### src/rtl/two_channel_ppm_pulse_generator_assert.svh
// assertion macros for the rtl modules, included by the controller
`ifndef TWO_CHANNEL_PPM_PULSE_GENERATOR_ASSERT_SVH
`define TWO_CHANNEL_PPM_PULSE_GENERATOR_ASSERT_SVH

// same-cycle implication, checked outside reset
`define TCPG_ASSERT_IMPLY(label, cond, expr, msg) \
   label: assert property (@(posedge clock) disable iff (reset) (cond) |-> (expr)) \
      else $error(msg);

// next-cycle implication, checked outside reset
`define TCPG_ASSERT_NEXT(label, cond, expr, msg) \
   label: assert property (@(posedge clock) disable iff (reset) (cond) |=> (expr)) \
      else $error(msg);

`endif

### src/rtl/tcpg_pkg.sv
// shared types and constants of the ppm pulse generator
package tcpg_pkg;

   localparam int LEVEL_W = 16;
   localparam int CFG_W   = 13;
   localparam int IDX_W   = 3;
   localparam int WIDTH_W = 11;
   localparam int TICK_W  = 11;
   localparam int PROD_W  = 2 * CFG_W;
   localparam int SUM_W   = 16;

   // quotient never exceeds the magnitude of max - min, so 13 steps suffice
   localparam int DIV_STEPS = CFG_W;
   localparam int STEP_W    = $clog2(DIV_STEPS);
   localparam logic [STEP_W-1:0] STEP_LAST = STEP_W'(DIV_STEPS - 1);

   localparam logic [WIDTH_W-1:0] WIDTH_FLOOR  = 11'd1000;
   localparam logic [WIDTH_W-1:0] WIDTH_CEIL   = 11'd2000;
   localparam logic [WIDTH_W-1:0] WIDTH_CENTER = 11'd1500;

   localparam logic [CFG_W-1:0] INPUT_MAX_RESET = 13'd255;
   localparam logic [CFG_W-1:0] MIN_WIDTH_RESET = 13'd1000;
   localparam logic [CFG_W-1:0] MAX_WIDTH_RESET = 13'd2000;

   typedef enum logic {
      ACT_TICK = 1'b0,
      ACT_SET  = 1'b1
   } action_type;

   typedef enum logic [IDX_W-1:0] {
      CFG_INPUT_MAX     = 3'd0,
      CFG_MIN_WIDTH     = 3'd1,
      CFG_MAX_WIDTH     = 3'd2,
      CFG_INVERT_FIRST  = 3'd3,
      CFG_INVERT_SECOND = 3'd4
   } cfg_index_type;

   typedef struct packed {
      logic tick;
      logic capture;
      logic mul;
      logic div_step;
      logic write_width;
      logic load_out;
   } cmd_type;

   typedef struct packed {
      logic out_free;
   } status_type;

endpackage

### src/rtl/tcpg_req_if.sv
// request channel: tick and set items
interface tcpg_req_if;
   import tcpg_pkg::*;

   logic               valid;
   logic               ready;
   logic               action;
   logic               channel;
   logic               has_level;
   logic [LEVEL_W-1:0] level;

   modport source (output valid, action, channel, has_level, level, input ready);
   modport sink   (input valid, action, channel, has_level, level, output ready);
endinterface

### src/rtl/tcpg_rsp_if.sv
// response channel: pin levels and stored widths
interface tcpg_rsp_if;
   import tcpg_pkg::*;

   logic               valid;
   logic               ready;
   logic               first_pin;
   logic               second_pin;
   logic [WIDTH_W-1:0] first_width;
   logic [WIDTH_W-1:0] second_width;

   modport source (output valid, first_pin, second_pin, first_width, second_width,
                   input ready);
   modport sink   (input valid, first_pin, second_pin, first_width, second_width,
                   output ready);
endinterface

### src/rtl/tcpg_scale_dp.sv
// config registers and level-to-width scaler with iterative divider
module tcpg_scale_dp (
   input  logic                          clock,
   input  logic                          reset,
   input  tcpg_pkg::cmd_type             cmd,
   input  logic                          csr_we,
   input  logic [tcpg_pkg::IDX_W-1:0]    csr_index,
   input  logic [tcpg_pkg::CFG_W-1:0]    csr_data,
   input  logic                          req_channel,
   input  logic                          req_has_level,
   input  logic [tcpg_pkg::LEVEL_W-1:0]  req_level,
   output logic                          wr_channel,
   output logic [tcpg_pkg::WIDTH_W-1:0]  wr_width
);
   import tcpg_pkg::*;

   logic [CFG_W-1:0] input_max_ff, min_width_ff, max_width_ff;
   logic             invert_first_ff, invert_second_ff;

   logic [CFG_W-1:0]  full, half, lvl, fsel, dmag;
   logic [CFG_W:0]    diff;
   logic              inv;

   logic [CFG_W-1:0]  full_ff, f_ff, dmag_ff, rem_ff, quo_ff;
   logic [CFG_W-1:0]  full_in, f_in, dmag_in, rem_in, quo_in;
   logic              neg_ff, neg_in, chan_ff, chan_in;

   logic [PROD_W-1:0] product;
   logic [CFG_W:0]    trial;
   logic              fits;

   logic              round;
   logic signed [SUM_W-1:0] min_s, quo_s, wsum;

   always_ff @(posedge clock) begin
      if (reset) begin
         input_max_ff     <= INPUT_MAX_RESET;
         min_width_ff     <= MIN_WIDTH_RESET;
         max_width_ff     <= MAX_WIDTH_RESET;
         invert_first_ff  <= 1'b0;
         invert_second_ff <= 1'b0;
      end else if (csr_we) begin
         unique case (cfg_index_type'(csr_index))
            CFG_INPUT_MAX:     input_max_ff     <= csr_data;
            CFG_MIN_WIDTH:     min_width_ff     <= csr_data;
            CFG_MAX_WIDTH:     max_width_ff     <= csr_data;
            CFG_INVERT_FIRST:  invert_first_ff  <= csr_data[0];
            CFG_INVERT_SECOND: invert_second_ff <= csr_data[0];
            default: ;
         endcase
      end
   end

   // operand preparation for a set item
   always_comb begin
      full = (input_max_ff == '0) ? CFG_W'(1) : input_max_ff;
      half = full >> 1;
      if (req_has_level) begin
         lvl = (req_level > {{(LEVEL_W-CFG_W){1'b0}}, full}) ? full : req_level[CFG_W-1:0];
      end else begin
         lvl = half;
      end
      inv  = req_channel ? invert_second_ff : invert_first_ff;
      fsel = inv ? (full - lvl) : lvl;
      diff = {1'b0, max_width_ff} - {1'b0, min_width_ff};
      dmag = diff[CFG_W] ? CFG_W'((CFG_W+1)'(0) - diff) : diff[CFG_W-1:0];
   end

   assign product = {{CFG_W{1'b0}}, dmag_ff} * {{CFG_W{1'b0}}, f_ff};

   // restoring divide, one quotient bit per step
   assign trial = {rem_ff, quo_ff[CFG_W-1]};
   assign fits  = (trial >= {1'b0, full_ff});

   always_comb begin
      full_in = full_ff;
      f_in    = f_ff;
      dmag_in = dmag_ff;
      neg_in  = neg_ff;
      chan_in = chan_ff;
      rem_in  = rem_ff;
      quo_in  = quo_ff;
      if (cmd.capture) begin
         full_in = full;
         f_in    = fsel;
         dmag_in = dmag;
         neg_in  = diff[CFG_W];
         chan_in = req_channel;
      end
      if (cmd.mul) begin
         rem_in = product[PROD_W-1:CFG_W];
         quo_in = product[CFG_W-1:0];
      end
      if (cmd.div_step) begin
         rem_in = fits ? CFG_W'(trial - {1'b0, full_ff}) : trial[CFG_W-1:0];
         quo_in = {quo_ff[CFG_W-2:0], fits};
      end
   end

   always_ff @(posedge clock) begin
      full_ff <= full_in;
      f_ff    <= f_in;
      dmag_ff <= dmag_in;
      neg_ff  <= neg_in;
      chan_ff <= chan_in;
      rem_ff  <= rem_in;
      quo_ff  <= quo_in;
   end

   // floor toward minus infinity for a negative span, then clamp
   always_comb begin
      round = neg_ff & (rem_ff != '0);
      min_s = $signed({{(SUM_W-CFG_W){1'b0}}, min_width_ff});
      quo_s = $signed({{(SUM_W-CFG_W){1'b0}}, quo_ff});
      if (neg_ff) begin
         wsum = min_s - quo_s - $signed({{(SUM_W-1){1'b0}}, round});
      end else begin
         wsum = min_s + quo_s;
      end
      if (wsum < $signed({{(SUM_W-WIDTH_W){1'b0}}, WIDTH_FLOOR})) begin
         wr_width = WIDTH_FLOOR;
      end else if (wsum > $signed({{(SUM_W-WIDTH_W){1'b0}}, WIDTH_CEIL})) begin
         wr_width = WIDTH_CEIL;
      end else begin
         wr_width = wsum[WIDTH_W-1:0];
      end
   end

   assign wr_channel = chan_ff;

endmodule

### src/rtl/tcpg_chan_dp.sv
// per-channel pulse counters, stored widths and response register
module tcpg_chan_dp #(
   parameter int CHANNELS        = 2,
   parameter int LOW_PULSE_TICKS = 400
) (
   input  logic                         clock,
   input  logic                         reset,
   input  tcpg_pkg::cmd_type            cmd,
   output tcpg_pkg::status_type         status,
   input  logic                         wr_channel,
   input  logic [tcpg_pkg::WIDTH_W-1:0] wr_width,
   tcpg_rsp_if.source                   rsp_bus
);
   import tcpg_pkg::*;

   localparam logic [TICK_W-1:0] LOW_TICKS = TICK_W'(LOW_PULSE_TICKS);

   logic [CHANNELS-1:0] pin_vec;
   logic [WIDTH_W-1:0]  period_arr [CHANNELS];

   for (genvar c = 0; c < CHANNELS; c++) begin : g_chan
      logic [TICK_W-1:0]  cnt_ff, cnt_in, cnt_inc, target_ff, target_in;
      logic [WIDTH_W-1:0] period_ff, period_in;
      logic               phase_ff, phase_in, pin_ff, pin_in;

      always_comb begin
         cnt_inc   = cnt_ff + TICK_W'(1);
         cnt_in    = cnt_ff;
         target_in = target_ff;
         phase_in  = phase_ff;
         pin_in    = pin_ff;
         period_in = period_ff;
         if (cmd.tick) begin
            if (cnt_inc >= target_ff) begin
               cnt_in = '0;
               if (phase_ff) begin
                  // low phase over: go high for the rest of the period
                  pin_in    = 1'b1;
                  target_in = TICK_W'(period_ff - LOW_TICKS);
                  phase_in  = 1'b0;
               end else begin
                  pin_in    = 1'b0;
                  target_in = LOW_TICKS;
                  phase_in  = 1'b1;
               end
            end else begin
               cnt_in = cnt_inc;
            end
         end
         if (cmd.write_width && (32'(wr_channel) == c)) begin
            period_in = wr_width;
         end
      end

      always_ff @(posedge clock) begin
         if (reset) begin
            cnt_ff    <= '0;
            target_ff <= LOW_TICKS;
            phase_ff  <= 1'b0;
            pin_ff    <= 1'b0;
            period_ff <= WIDTH_CENTER;
         end else begin
            cnt_ff    <= cnt_in;
            target_ff <= target_in;
            phase_ff  <= phase_in;
            pin_ff    <= pin_in;
            period_ff <= period_in;
         end
      end

      assign pin_vec[c]    = pin_ff;
      assign period_arr[c] = period_ff;
   end

   logic               second_pin;
   logic [WIDTH_W-1:0] second_width;

   if (CHANNELS > 1) begin : g_second
      assign second_pin   = pin_vec[1];
      assign second_width = period_arr[1];
   end else begin : g_no_second
      assign second_pin   = 1'b0;
      assign second_width = WIDTH_CENTER;
   end

   // response register, refilled as soon as the held transfer goes out
   logic               rsp_valid_ff, rsp_valid_in;
   logic               first_pin_ff, second_pin_ff;
   logic [WIDTH_W-1:0] first_width_ff, second_width_ff;

   assign status.out_free = ~rsp_valid_ff | rsp_bus.ready;
   assign rsp_valid_in    = cmd.load_out | (rsp_valid_ff & ~rsp_bus.ready);

   always_ff @(posedge clock) begin
      if (reset) begin
         rsp_valid_ff <= 1'b0;
      end else begin
         rsp_valid_ff <= rsp_valid_in;
      end
   end

   always_ff @(posedge clock) begin
      if (cmd.load_out) begin
         first_pin_ff    <= pin_vec[0];
         second_pin_ff   <= second_pin;
         first_width_ff  <= period_arr[0];
         second_width_ff <= second_width;
      end
   end

   assign rsp_bus.valid        = rsp_valid_ff;
   assign rsp_bus.first_pin    = first_pin_ff;
   assign rsp_bus.second_pin   = second_pin_ff;
   assign rsp_bus.first_width  = first_width_ff;
   assign rsp_bus.second_width = second_width_ff;

endmodule

### src/rtl/tcpg_ctrl.sv
// controller: sequences tick, capture, multiply, divide, width write and report steps
`include "two_channel_ppm_pulse_generator_assert.svh"

module tcpg_ctrl #(
   parameter int CHANNELS = 2
) (
   input  logic                 clock,
   input  logic                 reset,
   input  logic                 req_valid,
   input  logic                 req_action,
   input  logic                 req_channel,
   output logic                 req_ready,
   input  tcpg_pkg::status_type status,
   output tcpg_pkg::cmd_type    cmd
);
   import tcpg_pkg::*;

   typedef enum logic [2:0] {
      ST_IDLE,
      ST_MUL,
      ST_DIV,
      ST_FIN,
      ST_REPORT
   } state_type;

   state_type         state_ff;
   logic              ready_ff;
   logic [STEP_W-1:0] step_ff;
   logic              accept, present;

   assign accept    = req_valid & ready_ff;
   assign present   = (32'(req_channel) < CHANNELS);
   assign req_ready = ready_ff;

   always_comb begin
      cmd = '0;
      unique case (state_ff)
         ST_IDLE: begin
            if (accept) begin
               if (action_type'(req_action) == ACT_TICK) begin
                  cmd.tick = 1'b1;
               end else if (present) begin
                  cmd.capture = 1'b1;
               end
            end
         end
         ST_MUL:    cmd.mul         = 1'b1;
         ST_DIV:    cmd.div_step    = 1'b1;
         ST_FIN:    cmd.write_width = 1'b1;
         ST_REPORT: cmd.load_out    = status.out_free;
         default: ;
      endcase
   end

   always_ff @(posedge clock) begin
      if (reset) begin
         state_ff <= ST_IDLE;
         ready_ff <= 1'b1;
         step_ff  <= '0;
      end else begin
         unique case (state_ff)
            ST_IDLE: begin
               if (accept) begin
                  ready_ff <= 1'b0;
                  // a set item for an absent channel only reports
                  if (cmd.capture) begin
                     state_ff <= ST_MUL;
                  end else begin
                     state_ff <= ST_REPORT;
                  end
               end
            end
            ST_MUL: begin
               step_ff  <= '0;
               state_ff <= ST_DIV;
            end
            ST_DIV: begin
               if (step_ff == STEP_LAST) begin
                  state_ff <= ST_FIN;
               end else begin
                  step_ff <= step_ff + STEP_W'(1);
               end
            end
            ST_FIN: state_ff <= ST_REPORT;
            ST_REPORT: begin
               if (status.out_free) begin
                  state_ff <= ST_IDLE;
                  ready_ff <= 1'b1;
               end
            end
            default: begin
               state_ff <= ST_IDLE;
               ready_ff <= 1'b1;
            end
         endcase
      end
   end

   `TCPG_ASSERT_IMPLY(a_ready_only_idle, ready_ff, state_ff == ST_IDLE, "ready outside idle")
   `TCPG_ASSERT_NEXT(a_capture_to_mul, cmd.capture, state_ff == ST_MUL, "set item did not start")
   `TCPG_ASSERT_IMPLY(a_load_when_free, cmd.load_out, status.out_free, "response overwritten")
   `TCPG_ASSERT_NEXT(a_div_ends, (state_ff == ST_DIV) && (step_ff == STEP_LAST),
                     state_ff == ST_FIN, "divide did not finish")

endmodule

### src/rtl/two_channel_ppm_pulse_generator.sv
// two-channel ppm pulse generator top level
//
// req_bus carries one item per transfer: a one-microsecond tick (action 0)
// or a set item (action 1) that turns a command level into the stored
// pulse period of one channel. rsp_bus returns exactly one transfer per
// item: both pin levels and both stored periods after the update.
// csr_we/csr_index/csr_data write input_max, min_width, max_width and the
// two invert bits; write them only while no item is in flight.
//
// a tick updates the channel counters at acceptance; the response register
// loads in the report state once it is free. a set item runs through
// acceptance, a multiply step, the one-bit-per-cycle restoring divider,
// a step to clamp and store the period and a step to load the response.
// set items for an absent channel go straight to the report step.
// reset restores the register defaults, a 1500 tick period and a low pin
// in every channel, and empties the response register. when the receiver
// stalls the response is held and the next item waits at the report step.
module two_channel_ppm_pulse_generator #(
   parameter int CHANNELS        = 2,
   parameter int LOW_PULSE_TICKS = 400
) (
   input  logic                       clock,
   input  logic                       reset,
   tcpg_req_if.sink                   req_bus,
   tcpg_rsp_if.source                 rsp_bus,
   input  logic                       csr_we,
   input  logic [tcpg_pkg::IDX_W-1:0] csr_index,
   input  logic [tcpg_pkg::CFG_W-1:0] csr_data
);
   import tcpg_pkg::*;

   cmd_type            cmd;
   status_type         status;
   logic               wr_channel;
   logic [WIDTH_W-1:0] wr_width;

   tcpg_ctrl #(
      .CHANNELS (CHANNELS)
   ) u_ctrl (
      .clock       (clock),
      .reset       (reset),
      .req_valid   (req_bus.valid),
      .req_action  (req_bus.action),
      .req_channel (req_bus.channel),
      .req_ready   (req_bus.ready),
      .status      (status),
      .cmd         (cmd)
   );

   tcpg_scale_dp u_scale (
      .clock         (clock),
      .reset         (reset),
      .cmd           (cmd),
      .csr_we        (csr_we),
      .csr_index     (csr_index),
      .csr_data      (csr_data),
      .req_channel   (req_bus.channel),
      .req_has_level (req_bus.has_level),
      .req_level     (req_bus.level),
      .wr_channel    (wr_channel),
      .wr_width      (wr_width)
   );

   tcpg_chan_dp #(
      .CHANNELS        (CHANNELS),
      .LOW_PULSE_TICKS (LOW_PULSE_TICKS)
   ) u_chan (
      .clock      (clock),
      .reset      (reset),
      .cmd        (cmd),
      .status     (status),
      .wr_channel (wr_channel),
      .wr_width   (wr_width),
      .rsp_bus    (rsp_bus)
   );

endmodule

### src/flat_wrapper.sv
// flat-port wrapper written by rule: the top's interface ports become plain ports
module two_channel_ppm_pulse_generator_flat import tcpg_pkg::*;
#(
   parameter int CHANNELS        = 2,
   parameter int LOW_PULSE_TICKS = 400
)
  (clock, reset, csr_we, csr_index, csr_data, req_bus_valid, req_bus_action, req_bus_channel, req_bus_has_level, req_bus_level, req_bus_ready, rsp_bus_valid, rsp_bus_first_pin, rsp_bus_second_pin, rsp_bus_first_width, rsp_bus_second_width, rsp_bus_ready);
  tcpg_req_if req_bus_i ();
  tcpg_rsp_if rsp_bus_i ();
  input  logic clock;
  input  logic reset;
  input  logic csr_we;
  input  logic [tcpg_pkg::IDX_W-1:0] csr_index;
  input  logic [tcpg_pkg::CFG_W-1:0] csr_data;
  input wire logic [$bits(req_bus_i.valid)-1:0] req_bus_valid;
  input wire logic [$bits(req_bus_i.action)-1:0] req_bus_action;
  input wire logic [$bits(req_bus_i.channel)-1:0] req_bus_channel;
  input wire logic [$bits(req_bus_i.has_level)-1:0] req_bus_has_level;
  input wire logic [$bits(req_bus_i.level)-1:0] req_bus_level;
  output wire logic [$bits(req_bus_i.ready)-1:0] req_bus_ready;
  output wire logic [$bits(rsp_bus_i.valid)-1:0] rsp_bus_valid;
  output wire logic [$bits(rsp_bus_i.first_pin)-1:0] rsp_bus_first_pin;
  output wire logic [$bits(rsp_bus_i.second_pin)-1:0] rsp_bus_second_pin;
  output wire logic [$bits(rsp_bus_i.first_width)-1:0] rsp_bus_first_width;
  output wire logic [$bits(rsp_bus_i.second_width)-1:0] rsp_bus_second_width;
  input wire logic [$bits(rsp_bus_i.ready)-1:0] rsp_bus_ready;
  assign req_bus_i.valid = req_bus_valid;
  assign req_bus_i.action = req_bus_action;
  assign req_bus_i.channel = req_bus_channel;
  assign req_bus_i.has_level = req_bus_has_level;
  assign req_bus_i.level = req_bus_level;
  assign req_bus_ready = req_bus_i.ready;
  assign rsp_bus_valid = rsp_bus_i.valid;
  assign rsp_bus_first_pin = rsp_bus_i.first_pin;
  assign rsp_bus_second_pin = rsp_bus_i.second_pin;
  assign rsp_bus_first_width = rsp_bus_i.first_width;
  assign rsp_bus_second_width = rsp_bus_i.second_width;
  assign rsp_bus_i.ready = rsp_bus_ready;
  two_channel_ppm_pulse_generator #(.CHANNELS(CHANNELS), .LOW_PULSE_TICKS(LOW_PULSE_TICKS)) u_core (.clock(clock), .reset(reset), .req_bus(req_bus_i), .rsp_bus(rsp_bus_i), .csr_we(csr_we), .csr_index(csr_index), .csr_data(csr_data));
endmodule
### config.mk
export PLATFORM = sky130hd
export DESIGN_NAME = two_channel_ppm_pulse_generator_flat
export DESIGN_NICKNAME = d
export VERILOG_FILES = /design/src/rtl/tcpg_pkg.sv /design/src/rtl/tcpg_req_if.sv /design/src/rtl/tcpg_rsp_if.sv /design/src/rtl/tcpg_scale_dp.sv /design/src/rtl/tcpg_chan_dp.sv /design/src/rtl/tcpg_ctrl.sv /design/src/rtl/two_channel_ppm_pulse_generator.sv /design/src/flat_wrapper.sv
export VERILOG_INCLUDE_DIRS = /design/src /design/src/rtl
export SDC_FILE = /design/constraint.sdc
export NUM_CORES = 1
export LEC_CHECK = 0
export ABC_CLOCK_PERIOD_IN_PS = 12000
export CORE_MARGIN = 1
export CORE_UTILIZATION = 40
export DETAILED_ROUTE_END_ITERATION = 7
export DONT_BUFFER_PORTS = 1
export PLACE_DENSITY_LB_ADDON = 0.15
export SLEW_MARGIN = 20
export SYNTH_ARGS = -nofsm -noshare
export SYNTH_HDL_FRONTEND = slang
export SYNTH_SLANG_ARGS = --single-unit
### constraint.sdc
create_clock -name clock -period 12 [get_ports clock]
set_clock_uncertainty 0.05 [all_clocks]
set_input_delay 1.2 -clock clock [delete_from_list [all_inputs] [get_ports clock]]
set_output_delay 1.2 -clock clock [all_outputs]
set_load 0.03 [all_outputs]
==> parameters.txt <==
Parameter                              Value

Run status
  Run status ... complete, no violations

Layout
  Register Area ... 0.00513 mm2
  Number of fill cells ... 4610
  Number of standard cells in the final layout excluding fillers ... 2750
  Area occupied by multi-input gates ... 0.0123 mm2
  Antenna Diode Count ... 0
  Fin area ... 0.0202 mm2
  Area growth syn-to-layout ... 6.80%
  Share of layout cells above drive strength 1 ... 4.43%
  Net count reported at finish ... 2468
  Post-layout util ... 43.4%

Drt
  Drt wl/cell ... 17.4 um
  Remaining DRCs ... 0
  Detailed-route vias per instance ... 5.27
  First drt pass iteration count ... 5
  Post-DRT Antenna Nets ... 0
  Starting DRT DRC Count ... 864
  Wire length after detailed routing ... 47900 um
  Via count ... 14483

Setup path
  Cells along the critical path ... nand2_1 > fa_1 > fa_1 > inv_1 > fa_1 > fa_1 > inv_1 > fa_1 > inv_1 > ha_1 > a21o_1 > a21oi_1 > o211ai_1 > a31oi_1 > o21ai_0 > a31o_2 > a2111o_1 > a31oi_1 > xnor2_1 > o21ai_0
  Depth of the worst register-to-register path ... 20
  Maximum cell stage delay along the critical path ... 640 ps
  Slowest stage cell on the critical path ... edfxtp_1
  Critical path endpoint category ... flop
  Top delay family on crit path ... adder cells
  Reg-to-reg critical path startpoint ... u_core.u_scale.f_ff[12]
  Worst-path fanout max ... 13
  Slack of the worst reg-to-reg path ... 5060 ps
  Start point of the critical path ... u_core.u_scale.f_ff[12]
  Number of gates on the worst path with buffers counted ... 20
  Critical Path Most Common Cell ... fa_1
  Buffering stage count on the worst path with inverters included ... 3
  Category of the worst setup path launch point ... flop
  Endpoint of the most critical register-to-register path ... u_core.u_scale.rem_ff[12]
  Class of the most critical setup path ... reg2reg
  WP data required ... 12220 ps
  Worst setup path end ... u_core.u_scale.rem_ff[12]
  Critical Path AT ... 7160 ps

Timing
  Setup repair after global routing missed its margin ... no
  Finish-stage setup viols ... 0
  Fin. Hold Viols ... 0
  Post-route clock period utilization ... 57.8%
  Max Transition Viols Final ... 0
  Worst Max-Slew Pin Slew ... 1030 ps
  Minimum clock period ... 6940 ps
  Fin Setup TNS ... 0 ps
  Final WS setup ... 5060 ps
  Achievable Freq ... 144 MHz
  Worst relative slew slack ... 31.6%

Logic synthesis
  Synthesized area ... 0.0189 mm2
  Dominant cell type by area after synthesis ... edfxtp_1
  Total nets after synthesis ... 2535
  Per-instance average area after synthesis ... 8.64 um2
  Sequential cell area fraction in the yosys report ... 27.1%
  Number of library cell types mapped by synthesis ... 81
  Main flop type after synthesis ... dfxtp_1
  Synth Instances ... 2190
  Commonest cells post-synth ... inv_1, nand2_1, ha_1
  Number of synthesized register bits ... 211
  Ys async rst share ... 0%
  Number of warnings printed during yosys synthesis ... 0
  Count of flip-flops with a built-in enable after synthesis ... 91
  Synth area leaders ... edfxtp_1, fa_1, dfxtp_1
  Most instantiated library cell after synthesis ... inv_1
  Share of Yosys cell area claimed by the top area cell type ... 14.4%

GRT
  Global-route wire length before repair ... 78100 um
  Global routing usage summed across all routing layers ... 20.5%
  Maximum number of pins on one net before global-route repair ... 88
  Global route overflow ... 0
  Number of antenna violations at the first check in global routing ... 0
  Vias in the first global route ... 14501

Clock tree
  Clock buffers created by TritonCTS ... 26
  Deepest clock path buffer count ... 3
  Clock transition at the register clock pins on the worst setup and hold paths after CTS ... 60 ps
  Buffer type at the clock tree root ... clkbuf_16
  Post-CTS Setup Inserts ... 0
  CTS tree ... yes
  Hold-fix buffer count after cts ... 0
  H-tree lvl count ... 1
  Total of cells resized after clock tree synthesis ... 0
  Total clock sinks ... 211
  Clock latency on the worst-skew pair ... 540 ps

Power
  VDD IR max ... 0.295 mV
  Pwr Density ... 260 mW/mm2
  Leak Pwr ... 8.88 nW

Floorplanning
  Cell row count ... 79
  Initial core utilization ... 40.6%
  Full die area ... 0.0482 mm2
  DIE WIDTH ... 219 um
  Floorplan core area ... 0.0466 mm2
  Y dimension of the die ... 219 um
  Number of placed I/O pins ... 66

Placement
  Cell area after placement ... 0.0193 mm2
  Post-Place Setup Slack ... 5060 ps
  Dpl cells ... 2702
  DP HPWL ... 37900 um
  Final weighted congestion in routability-driven placement ... 0.879
  # port buffers ... 0

Job
  Number of max-cap violations ... 0

Hold path
  Class of the tightest hold or removal check ... reg2reg
## stage by stage
step           power (mW)  hold slack [ps]
2_1_floorplan        3.48              358
3_3_place_gp         4.41              384
3_5_place_dp         4.45              391
4_1_cts              5.29              399
5_1_grt              5.79              421
6_report             5.25              399
## cell usage in the layout, fill, tap and decap left out, drive strengths merged, types with 7 or more instances in the layout
cell and instances:
buf 10, nand3 45, ha 179, o21ai 87
nor3b 10, mux2 19, nor2 118, a31oi 16
nand2b 17, xor2 54, o31ai 13, and2 90
edfxtp 91, o21a 19, nand4 14, or3 14
clkbuf 35, a21o 26, a211oi 8, nor4 9
nor2b 21, dfxtp 120, xnor2 58, mux2i 24
a21boi 10, o211ai 18, inv 291, fa 126
nor3 52, nand3b 20, nand2 280, a21oi 137
and3 23, clkinv 7, o21bai 8
## cell type report
class                   count  share of cell area [%]
well taps                 607                    3.76
clock inverters            13                   0.613
clock buffers              35                    3.66
inverters                 288                    5.35
flip-flops and latches    211                    25.4
repair buffers             10                   0.371
multi-input cells        1586                    60.8
## worst min-delay path, cell delays in order, from the launching register on
cell and delay, ps:
dfxtp_1 310, nand2_1 50, a21oi_1 50
## flip-flops by register name, summed over array words and instances (netlist names), 2 cells and up
name                                cells
u_core.u_scale.min_width_ff            13
u_core.u_scale.full_ff                 13
u_core.u_chan.g_chan.target_ff         22
u_core.u_scale.quo_ff                  13
u_core.u_ctrl.step_ff                   4
u_core.u_ctrl.state_ff                  3
u_core.u_chan.g_chan.pin_ff             2
u_core.u_chan.g_chan.phase_ff           2
u_core.u_scale.f_ff                    13
u_core.u_scale.dmag_ff                 13
u_core.u_scale.max_width_ff            13
u_core.u_chan.rsp_bus.second_width     11
u_core.u_chan.g_chan.cnt_ff            22
u_core.u_chan.rsp_bus.first_width      11
u_core.u_scale.rem_ff                  13
u_core.u_chan.g_chan.period_ff         22
u_core.u_scale.input_max_ff            13
## worst min-delay path by stage
stage                                          from                                   end  slack (ps)  depth (start not counted)
5_1_grt        u_core.u_chan.g_chan[1].target_ff[9]  u_core.u_chan.g_chan[1].target_ff[9]         420                          2
3_3_place_gp   u_core.u_chan.g_chan[1].target_ff[2]  u_core.u_chan.g_chan[1].target_ff[2]         380                          2
3_5_place_dp   u_core.u_chan.g_chan[0].target_ff[1]  u_core.u_chan.g_chan[0].target_ff[1]         390                          2
6_report       u_core.u_chan.g_chan[1].target_ff[9]  u_core.u_chan.g_chan[1].target_ff[9]         400                          2
4_1_cts        u_core.u_chan.g_chan[1].target_ff[9]  u_core.u_chan.g_chan[1].target_ff[9]         400                          2
2_1_floorplan        u_core.u_chan.g_chan[0].pin_ff       u_core.u_chan.rsp_bus.first_pin         360                          0
## cell families (layout without fill, tap and decap cells)
group,after synthesis,count (layout),synth area share (%)
AOI/OAI and AO/OA,397,397,13.4
xor gates and xnor gates,112,112,5.26
adders and majority gates,305,305,25.2
buffers and inverters,393,346,8.03
DFF,211,211,27.1
muxes,43,43,2.40
and+or+nand+nor,729,729,18.6
## per-layer routing
metal  vias to the layer above  global-route usage, %  wire length (um)
li1                       7191                      -                 -
met1                      6962                   30.2             24100
met2                       286                   31.8             20900
met3                        44                   2.42              2190
met4                         0                   4.47               687
met5                         -                      0                 0
## power breakdown
group / total (mW) / internal, mW / switching, mW
Combinational: 3.41 / 1.33 / 2.09
Clock: 0.803 / 0.477 / 0.326
Sequential: 1.03 / 0.947 / 0.0826
Total: 5.25 / 2.75 / 2.50
(Power assumes the default switching activity.)
